===== src/hw/rtl/dcd_pkg.sv =====
package dcd_pkg;

  localparam int CHUNK_MAX = 1024;
  localparam int SAMPLE_W  = 16;
  localparam int TIME_W    = 32;
  localparam int CFG_W     = 16;
  localparam int CFG_IDX_W = 2;
  localparam int LEN_W     = $clog2(CHUNK_MAX + 1);
  localparam int SQ_W      = 2 * SAMPLE_W;
  localparam int ENERGY_W  = SQ_W + LEN_W;

  localparam logic [CFG_W-1:0] RMS_THRESHOLD_RST = CFG_W'(1000);
  localparam logic [CFG_W-1:0] MAX_PEAK_MS_RST   = CFG_W'(100);
  localparam logic [CFG_W-1:0] WINDOW_MS_RST     = CFG_W'(600);
  localparam logic [CFG_W-1:0] MIN_GAP_MS_RST    = CFG_W'(100);

  typedef enum logic [CFG_IDX_W-1:0] {
    REG_RMS_THRESHOLD = 2'd0,
    REG_MAX_PEAK_MS   = 2'd1,
    REG_WINDOW_MS     = 2'd2,
    REG_MIN_GAP_MS    = 2'd3
  } reg_idx_t;

  typedef struct packed {
    logic [CFG_W-1:0] max_peak_ms;
    logic [CFG_W-1:0] window_ms;
    logic [CFG_W-1:0] min_gap_ms;
  } timing_t;

  typedef struct packed {
    logic                clear;
    logic [TIME_W-1:0]   now_ms;
    logic [ENERGY_W-1:0] energy;
    logic [ENERGY_W-1:0] limit;
  } chunk_t;

endpackage


===== src/hw/rtl/dcd_sample_if.sv =====
interface dcd_sample_if;
  logic                              valid;
  logic                              ready;
  logic                              command;
  logic signed [dcd_pkg::SAMPLE_W-1:0] sample;
  logic                              chunk_end;
  logic [dcd_pkg::TIME_W-1:0]        now_ms;

  modport source (output valid, command, sample, chunk_end, now_ms, input ready);
  modport sink (input valid, command, sample, chunk_end, now_ms, output ready);
endinterface


===== src/hw/rtl/dcd_result_if.sv =====
interface dcd_result_if;
  logic valid;
  logic ready;
  logic clap_detected;
  logic chunk_loud;

  modport source (output valid, clap_detected, chunk_loud, input ready);
  modport sink (input valid, clap_detected, chunk_loud, output ready);
endinterface


===== src/hw/rtl/dcd_cfg_if.sv =====
interface dcd_cfg_if;
  logic                           valid;
  logic                           ready;
  logic [dcd_pkg::CFG_IDX_W-1:0]  index;
  logic [dcd_pkg::CFG_W-1:0]      data;

  modport source (output valid, index, data, input ready);
  modport sink (input valid, index, data, output ready);
endinterface


===== src/hw/rtl/dcd_energy.sv =====
module dcd_energy (
  input  logic                               clk,
  input  logic                               rst,
  input  logic                               in_valid,
  output logic                               in_ready,
  input  logic                               command,
  input  logic signed [dcd_pkg::SAMPLE_W-1:0] sample,
  input  logic                               chunk_end,
  input  logic [dcd_pkg::TIME_W-1:0]         now_ms,
  input  logic [dcd_pkg::CFG_W-1:0]          rms_threshold,
  output logic                               chunk_valid,
  input  logic                               chunk_ready,
  output dcd_pkg::chunk_t                    chunk
);

  logic                               s1_valid;
  logic                               s1_cmd;
  logic signed [dcd_pkg::SAMPLE_W-1:0] s1_sample;
  logic                               s1_end;
  logic [dcd_pkg::TIME_W-1:0]         s1_now;

  logic                               s2_valid;
  logic                               s2_cmd;
  logic [dcd_pkg::SQ_W-1:0]           s2_sq;
  logic                               s2_end;
  logic [dcd_pkg::TIME_W-1:0]         s2_now;

  logic [dcd_pkg::ENERGY_W-1:0]       energy;
  logic [dcd_pkg::LEN_W-1:0]          len;

  logic                               s3_valid;
  logic                               s3_cmd;
  logic [dcd_pkg::TIME_W-1:0]         s3_now;
  logic [dcd_pkg::ENERGY_W-1:0]       s3_energy;
  logic [dcd_pkg::LEN_W-1:0]          s3_len;

  logic                               s4_valid;
  dcd_pkg::chunk_t                    s4;

  logic [dcd_pkg::SQ_W-1:0]           thr_sq;

  logic                               r2, r3, r4;
  logic [dcd_pkg::SAMPLE_W-1:0]       mag;
  logic                               sat;
  logic [dcd_pkg::ENERGY_W-1:0]       energy_next;
  logic [dcd_pkg::LEN_W-1:0]          len_next;

  assign r4       = !s4_valid || chunk_ready;
  assign r3       = !s3_valid || r4;
  assign r2       = !s2_valid || r3;
  assign in_ready = !s1_valid || r2;

  assign mag = s1_sample[dcd_pkg::SAMPLE_W-1] ? dcd_pkg::SAMPLE_W'(-s1_sample)
                                              : dcd_pkg::SAMPLE_W'(s1_sample);

  assign sat         = len >= dcd_pkg::LEN_W'(dcd_pkg::CHUNK_MAX);
  assign energy_next = sat ? energy : energy + dcd_pkg::ENERGY_W'(s2_sq);
  assign len_next    = sat ? len : len + dcd_pkg::LEN_W'(1);

  assign chunk_valid = s4_valid;
  assign chunk       = s4;

  always_ff @(posedge clk) begin
    thr_sq <= dcd_pkg::SQ_W'(rms_threshold) * dcd_pkg::SQ_W'(rms_threshold);

    if (in_ready) begin
      s1_cmd    <= command;
      s1_sample <= sample;
      s1_end    <= chunk_end;
      s1_now    <= now_ms;
    end

    if (r2) begin
      s2_cmd <= s1_cmd;
      s2_sq  <= dcd_pkg::SQ_W'(mag) * dcd_pkg::SQ_W'(mag);
      s2_end <= s1_end;
      s2_now <= s1_now;
    end

    if (r3) begin
      s3_cmd    <= s2_cmd;
      s3_now    <= s2_now;
      s3_energy <= energy_next;
      s3_len    <= len_next;
    end

    if (r4) begin
      s4.clear  <= s3_cmd;
      s4.now_ms <= s3_now;
      s4.energy <= s3_energy;
      s4.limit  <= dcd_pkg::ENERGY_W'(thr_sq) * dcd_pkg::ENERGY_W'(s3_len);
    end

    if (rst) begin
      s1_valid <= 1'b0;
      s2_valid <= 1'b0;
      s3_valid <= 1'b0;
      s4_valid <= 1'b0;
      energy   <= '0;
      len      <= '0;
    end else begin
      if (in_ready) s1_valid <= in_valid;
      if (r2) s2_valid <= s1_valid;
      if (r3) s3_valid <= s2_valid && (s2_cmd || s2_end);
      if (r4) s4_valid <= s3_valid;
      if (s2_valid && r3) begin
        if (s2_cmd || s2_end) begin
          energy <= '0;
          len    <= '0;
        end else begin
          energy <= energy_next;
          len    <= len_next;
        end
      end
    end
  end

endmodule


===== src/hw/rtl/dcd_burst.sv =====
module dcd_burst (
  input  logic                       clk,
  input  logic                       rst,
  input  dcd_pkg::timing_t           timing,
  input  logic                       chunk_valid,
  output logic                       chunk_ready,
  input  dcd_pkg::chunk_t            chunk,
  output logic                       out_valid,
  input  logic                       out_ready,
  output logic                       clap_detected,
  output logic                       chunk_loud
);

  logic                       in_burst;
  logic                       burst_void;
  logic                       awaiting_second;
  logic [dcd_pkg::TIME_W-1:0] burst_start_time;
  logic [dcd_pkg::TIME_W-1:0] first_clap_time;

  logic                       in_burst_next;
  logic                       burst_void_next;
  logic                       awaiting_next;
  logic [dcd_pkg::TIME_W-1:0] burst_start_next;
  logic [dcd_pkg::TIME_W-1:0] first_clap_next;
  logic                       clap_next;

  logic                       go;
  logic                       loud;
  logic [dcd_pkg::TIME_W-1:0] first_age;
  logic [dcd_pkg::TIME_W-1:0] burst_age;
  logic [dcd_pkg::TIME_W-1:0] gap;
  logic [dcd_pkg::TIME_W-1:0] max_peak;
  logic [dcd_pkg::TIME_W-1:0] window;
  logic [dcd_pkg::TIME_W-1:0] min_gap;
  logic                       awaiting_live;
  logic                       too_long;

  assign chunk_ready = chunk.clear || !out_valid || out_ready;
  assign go          = chunk_valid && chunk_ready;

  assign max_peak  = dcd_pkg::TIME_W'(timing.max_peak_ms);
  assign window    = dcd_pkg::TIME_W'(timing.window_ms);
  assign min_gap   = dcd_pkg::TIME_W'(timing.min_gap_ms);

  assign loud          = chunk.energy > chunk.limit;
  assign first_age     = chunk.now_ms - first_clap_time;
  assign burst_age     = chunk.now_ms - burst_start_time;
  assign gap           = burst_start_time - first_clap_time;
  assign awaiting_live = awaiting_second && !(first_age > window);
  assign too_long      = burst_age > max_peak;

  always_comb begin
    in_burst_next    = in_burst;
    burst_void_next  = burst_void;
    awaiting_next    = awaiting_live;
    burst_start_next = burst_start_time;
    first_clap_next  = first_clap_time;
    clap_next        = 1'b0;
    if (loud) begin
      if (!in_burst) begin
        in_burst_next    = 1'b1;
        burst_void_next  = 1'b0;
        burst_start_next = chunk.now_ms;
      end else if (!burst_void && too_long) begin
        burst_void_next = 1'b1;
      end
    end else if (in_burst) begin
      in_burst_next = 1'b0;
      if (!(burst_void || too_long)) begin
        if (!awaiting_live) begin
          first_clap_next = burst_start_time;
          awaiting_next   = 1'b1;
        end else begin
          clap_next     = (gap >= min_gap) && (gap <= window);
          awaiting_next = 1'b0;
        end
      end
    end
  end

  always_ff @(posedge clk) begin
    if (rst) begin
      in_burst         <= 1'b0;
      burst_void       <= 1'b0;
      awaiting_second  <= 1'b0;
      burst_start_time <= '0;
      first_clap_time  <= '0;
      out_valid        <= 1'b0;
    end else begin
      out_valid <= (go && !chunk.clear) || (out_valid && !out_ready);
      if (go) begin
        if (chunk.clear) begin
          in_burst         <= 1'b0;
          burst_void       <= 1'b0;
          awaiting_second  <= 1'b0;
          burst_start_time <= '0;
          first_clap_time  <= '0;
        end else begin
          in_burst         <= in_burst_next;
          burst_void       <= burst_void_next;
          awaiting_second  <= awaiting_next;
          burst_start_time <= burst_start_next;
          first_clap_time  <= first_clap_next;
          clap_detected    <= clap_next;
          chunk_loud       <= loud;
        end
      end
    end
  end

  a_clap_quiet: assert property (@(posedge clk) disable iff (rst)
    out_valid |-> !(clap_detected && chunk_loud))
    else $error("clap reported on a loud chunk");

  a_clap_ends_wait: assert property (@(posedge clk) disable iff (rst)
    (go && !chunk.clear && clap_next) |=> !awaiting_second && !in_burst)
    else $error("wait or burst survives a detected clap");

  a_clear_zeroes: assert property (@(posedge clk) disable iff (rst)
    (go && chunk.clear) |=> !in_burst && !awaiting_second && !burst_void
                            && (first_clap_time == '0))
    else $error("clear left burst state behind");

  a_loud_opens_burst: assert property (@(posedge clk) disable iff (rst)
    (go && !chunk.clear && loud) |=> in_burst && out_valid && chunk_loud)
    else $error("loud chunk did not open or keep a burst");

endmodule


===== src/hw/rtl/double_clap_detector.sv =====
// channel  | role  | payload
// ---------+-------+-----------------------------------------------
// audio    | sink  | command, sample, chunk_end, now_ms
// result   | source| clap_detected, chunk_loud (per non-command chunk end)
// cfg      | sink  | index, data (always ready)
//
// One item per cycle while not stalled; a chunk-end item yields its result
// after square, accumulate, limit multiply and classify/burst into output.
// rst is synchronous: clears the pipeline, accumulators, burst state and
// restores register defaults. A stalled result holds only the stages behind
// it that are full; bubbles and clear items keep flowing.
module double_clap_detector (
  input  logic         clk,
  input  logic         rst,
  dcd_sample_if.sink   audio,
  dcd_result_if.source result,
  dcd_cfg_if.sink      cfg
);

  logic [dcd_pkg::CFG_W-1:0] rms_threshold;
  dcd_pkg::timing_t          timing;
  dcd_pkg::chunk_t           chunk;
  logic                      chunk_valid;
  logic                      chunk_ready;

  assign cfg.ready = 1'b1;

  always_ff @(posedge clk) begin
    if (rst) begin
      rms_threshold      <= dcd_pkg::RMS_THRESHOLD_RST;
      timing.max_peak_ms <= dcd_pkg::MAX_PEAK_MS_RST;
      timing.window_ms   <= dcd_pkg::WINDOW_MS_RST;
      timing.min_gap_ms  <= dcd_pkg::MIN_GAP_MS_RST;
    end else if (cfg.valid) begin
      case (dcd_pkg::reg_idx_t'(cfg.index))
        dcd_pkg::REG_RMS_THRESHOLD: rms_threshold      <= cfg.data;
        dcd_pkg::REG_MAX_PEAK_MS:   timing.max_peak_ms <= cfg.data;
        dcd_pkg::REG_WINDOW_MS:     timing.window_ms   <= cfg.data;
        dcd_pkg::REG_MIN_GAP_MS:    timing.min_gap_ms  <= cfg.data;
        default: ;
      endcase
    end
  end

  dcd_energy u_energy (
    .clk           (clk),
    .rst           (rst),
    .in_valid      (audio.valid),
    .in_ready      (audio.ready),
    .command       (audio.command),
    .sample        (audio.sample),
    .chunk_end     (audio.chunk_end),
    .now_ms        (audio.now_ms),
    .rms_threshold (rms_threshold),
    .chunk_valid   (chunk_valid),
    .chunk_ready   (chunk_ready),
    .chunk         (chunk)
  );

  dcd_burst u_burst (
    .clk           (clk),
    .rst           (rst),
    .timing        (timing),
    .chunk_valid   (chunk_valid),
    .chunk_ready   (chunk_ready),
    .chunk         (chunk),
    .out_valid     (result.valid),
    .out_ready     (result.ready),
    .clap_detected (result.clap_detected),
    .chunk_loud    (result.chunk_loud)
  );

endmodule

===== src/flat_wrapper.sv =====
// flat-port wrapper written by rule: the top's interface ports become plain ports
module double_clap_detector_flat 
  (clk, rst, audio_valid, audio_command, audio_sample, audio_chunk_end, audio_now_ms, audio_ready, result_valid, result_clap_detected, result_chunk_loud, result_ready, cfg_valid, cfg_index, cfg_data, cfg_ready);
  dcd_sample_if audio_i ();
  dcd_result_if result_i ();
  dcd_cfg_if cfg_i ();
  input  logic clk;
  input  logic rst;
  input wire logic [$bits(audio_i.valid)-1:0] audio_valid;
  input wire logic [$bits(audio_i.command)-1:0] audio_command;
  input wire logic [$bits(audio_i.sample)-1:0] audio_sample;
  input wire logic [$bits(audio_i.chunk_end)-1:0] audio_chunk_end;
  input wire logic [$bits(audio_i.now_ms)-1:0] audio_now_ms;
  output wire logic [$bits(audio_i.ready)-1:0] audio_ready;
  output wire logic [$bits(result_i.valid)-1:0] result_valid;
  output wire logic [$bits(result_i.clap_detected)-1:0] result_clap_detected;
  output wire logic [$bits(result_i.chunk_loud)-1:0] result_chunk_loud;
  input wire logic [$bits(result_i.ready)-1:0] result_ready;
  input wire logic [$bits(cfg_i.valid)-1:0] cfg_valid;
  input wire logic [$bits(cfg_i.index)-1:0] cfg_index;
  input wire logic [$bits(cfg_i.data)-1:0] cfg_data;
  output wire logic [$bits(cfg_i.ready)-1:0] cfg_ready;
  assign audio_i.valid = audio_valid;
  assign audio_i.command = audio_command;
  assign audio_i.sample = audio_sample;
  assign audio_i.chunk_end = audio_chunk_end;
  assign audio_i.now_ms = audio_now_ms;
  assign audio_ready = audio_i.ready;
  assign result_valid = result_i.valid;
  assign result_clap_detected = result_i.clap_detected;
  assign result_chunk_loud = result_i.chunk_loud;
  assign result_i.ready = result_ready;
  assign cfg_i.valid = cfg_valid;
  assign cfg_i.index = cfg_index;
  assign cfg_i.data = cfg_data;
  assign cfg_ready = cfg_i.ready;
  double_clap_detector u_core (.clk(clk), .rst(rst), .audio(audio_i), .result(result_i), .cfg(cfg_i));
endmodule

===== config.mk =====
export PLATFORM = sky130hd
export DESIGN_NAME = double_clap_detector_flat
export DESIGN_NICKNAME = d
export VERILOG_FILES = /design/src/hw/rtl/dcd_pkg.sv /design/src/hw/rtl/dcd_sample_if.sv /design/src/hw/rtl/dcd_result_if.sv /design/src/hw/rtl/dcd_cfg_if.sv /design/src/hw/rtl/dcd_energy.sv /design/src/hw/rtl/dcd_burst.sv /design/src/hw/rtl/double_clap_detector.sv /design/src/flat_wrapper.sv
export SDC_FILE = /design/constraint.sdc
export NUM_CORES = 2
export LEC_CHECK = 0
export ABC_AREA = 1
export BUFFER_PORTS_ARGS = -buffer_cell sky130_fd_sc_hd__buf_4
export CAP_MARGIN = 30
export CORE_ASPECT_RATIO = 1.2
export CORE_MARGIN = 2
export CORE_UTILIZATION = 35
export DETAILED_ROUTE_END_ITERATION = 10
export PLACE_DENSITY = 0.48
export SYNTH_ARGS = -nofsm -noshare
export SYNTH_HDL_FRONTEND = slang
export SYNTH_SLANG_ARGS = --single-unit
export TNS_END_PERCENT = 1

===== constraint.sdc =====
create_clock -name clk -period 9.8 [get_ports clk]
set_input_delay 0.49 -clock clk [delete_from_list [all_inputs] [get_ports clk]]
set_output_delay 0.49 -clock clk [all_outputs]
set_load 0.01 [all_outputs]

==> impl_metrics.ini <==
[run_status]
status = finished, final reports clean

[synth]
synth_edf_count = 323
yosysWarnings = 0
synthDistinctLibCells = 59
yosys.area.top_type = fa_1
synth_top_area_frac = 0.218
postSynthAreaPerCell_um2 = 8.21
synthCells = 6608
async_reset_ff_frac = 0
synthTopCellsByArea = fa_1 22%, edfxtp_1 18%, ha_1 12%
synth-seq-cells = 544
syn_area_mm2 = 0.0543
ys_seq_area_frac = 0.260
ys.flop_type = edfxtp_1

[min_path]
holdCritPathClass = input port to flip-flop

[layout]
final_cell_mix = 1526 x nand2_1, 1452 x inv_1, 592 x fa_1, 513 x ha_1, 421 x a21oi_1
nets = 7863
instances_no_fill = 8739
drive_gt1_frac = 0.0459
layout_commonest_cell = nand2_1
syn2layout_area_growth_pct = 10.2
final_area_mm2 = 0.0598

[setup_path]
cp_max_fo = 18
cp.required_ns = 10.20
critPathSlowestCell = o311ai_0
cp-end-kind = flip-flop
reg2reg_slack_ns = 1.76
crit_top_cell = inv_1
worstSetupStartpointType = flip-flop
slowest_delay_ns = 0.73
worstPathArrival_ns = 8.44
critPathKind = flip-flop to flip-flop

[drt]
firstDrtPassIters = 7
drc = 0
antenna_left = 0
vias = 41500
postRouteWirelength_um = 150000
drt-initial-drc-count = 2164
wire_per_inst_um = 17.2
vias_per_cell = 4.75

[floorplan]
die_w_um = 363
core_area_mm2 = 0.154
start_util = 0.352
dieArea_mm2 = 0.158
die_h_um = 435
pin_count = 78
rows = 158

[sta]
slew-limit-headroom = 0.371
setup_viol = 0
setup_tns_ns = 0
timing.fmax_mhz = 124
clock_skew_ns = 0.0299
finalMaxSlewViolations = 0
rsz0062_at_grt = no
hold_viol_final = 0
worst_pin_slew_ns = 0.942
final.min_clock_period_ns = 8.04
fin_ws_ns = 1.76
period_share = 0.820

[clock_tree]
cts_tree = built
clockBufferDepth = 3
clkSinkCount = 544
cts_resized = 0
cts-root-buf = clkbuf_16
clk-insertion-delay-late_ns = 0.67
cts.hold.buffers_added = 50
numCtsBuffers = 66
clk_pin_slew_ns = 0.06
cts_htree_levels = 3
cts_setup_buffers = 0

[place]
dpl.cell_count = 8566
hpwl_um = 122000
gp_congestion = 0.872
place_area_mm2 = 0.0571
dp_slack_ns = 1.73
portBuffers = 76

[global_route]
grt_pass1_wl_um = 240000
grt_overflow = 0
grt_max_degree = 72
grt_use_total = 0.193
antenna_found_initial = 11
grt_pass1_vias = 43500

[power_and_ir_drop]
switching_share = 0.442
power.density_mw_per_mm2 = 219
p_switching_uw = 5770
power_frac_seq = 0.259
power_frac_clock = 0.190
total_power_uw = 13100
peakVddDrop_mv = 0.216
comb_power_share = 0.551
p_int_uw = 7300
p_leak_uw = 0.0291

[run]
maxCapViolCount = 0
## logic make-up (layout without fill, tap and decap cells)
family	count (synthesis)	count (layout)	share of synthesized area
DFF	544	544	0.260
other	2	18	0.000138
buffers and inverters	1636	1751	0.114
AOI/OAI and AO/OA	827	827	0.0835
adders and majority gates	1105	1105	0.337
and+or+nand+nor	2300	2300	0.174
xor gates and xnor gates	192	192	0.0310
muxes	2	2	0.000369
## worst max-delay path: cells and delay by family (launching register included)
kind	cells	cell delay [ns]
simple gates	9	1.31
compound gates	6	1.30
buf+inv	11	1.02
fa+ha+maj	8	3.53
xor+xnor	1	0.14
flops	1	0.50
## final timing paths
| path | from | to | cells after the start |
|---|---|---|---|
| worst min register to register | u_core.u_energy.s3_now[13] | u_core.u_energy.chunk[99] | 0 |
| worst max-delay path | u_core.u_energy.s1_sample[0] | u_core.u_energy.s2_sq[31] | 35 |
| worst min-delay path | audio_valid | u_core.u_energy.s1_valid | 3 |
| worst max register to register | u_core.u_energy.s1_sample[0] | u_core.u_energy.s2_sq[31] | 35 |
## routing by layer
layer  share of wire  track usage  vias to the layer above
met5         0.00039            0                        -
met4           0.029       0.0635                        8
met3           0.031       0.0210                      181
met2            0.51        0.346                      566
met1            0.43        0.239                    20000
li1                -            -                    20700
## synthesized netlist by cell type (35+ instances only)
master	n
ha_1	513
fa_1	592
nand4_1	77
nand2_1	1528
nor3_1	43
clkbuf_1	157
o21ai_0	225
a21oi_1	421
nor2_1	395
nand3_1	143
dfxtp_1	221
edfxtp_1	323
inv_1	1454
o22ai_1	35
xnor2_1	71
xor2_1	121
## stage by stage
step           utilization  hold WS [ns]
6_report             0.388        0.0850
5_1_grt              0.388        0.0943
4_1_cts              0.388        0.0343
3_5_place_dp         0.370         0.405
3_3_place_gp         0.370         0.400
2_1_floorplan            -         0.329
## sequential cells by signal, summed over array words and instances, names as in the netlist, 16 cells and up
| name | flops |
|---|---|
| u_core.rms_threshold | 16 |
| u_core.timing | 48 |
| u_core.u_burst.burst_start_time | 32 |
| u_core.u_burst.first_clap_time | 32 |
| u_core.u_energy.chunk | 119 |
| u_core.u_energy.energy | 43 |
| u_core.u_energy.s1_now | 32 |
| u_core.u_energy.s1_sample | 16 |
| u_core.u_energy.s2_now | 32 |
| u_core.u_energy.s2_sq | 31 |
| u_core.u_energy.s3_energy | 43 |
| u_core.u_energy.s3_now | 32 |
| u_core.u_energy.thr_sq | 31 |
## final cells by class
cell class	instances	area, um^2
clock inverter	28	287
antenna	2	5.00
sequential	544	14100
tap	2000	2500
clock buffer	92	1870
fill	15900	94400
timing repair buffer	168	1470
multi-input combinational	4442	34000
inverter	1463	5490
## power groups by stage
stage / clock network, uW / logic [uW] / registers [uW]
4_1_cts: 2570 / 7350 / 3390
3_3_place_gp: 0 / 7240 / 3440
5_1_grt: 2660 / 8400 / 3420
2_1_floorplan: 0 / 5630 / 3160
6_report: 2480 / 7210 / 3380
3_5_place_dp: 0 / 7270 / 3430
No activity file was read; power rests on OpenSTA's default activity.
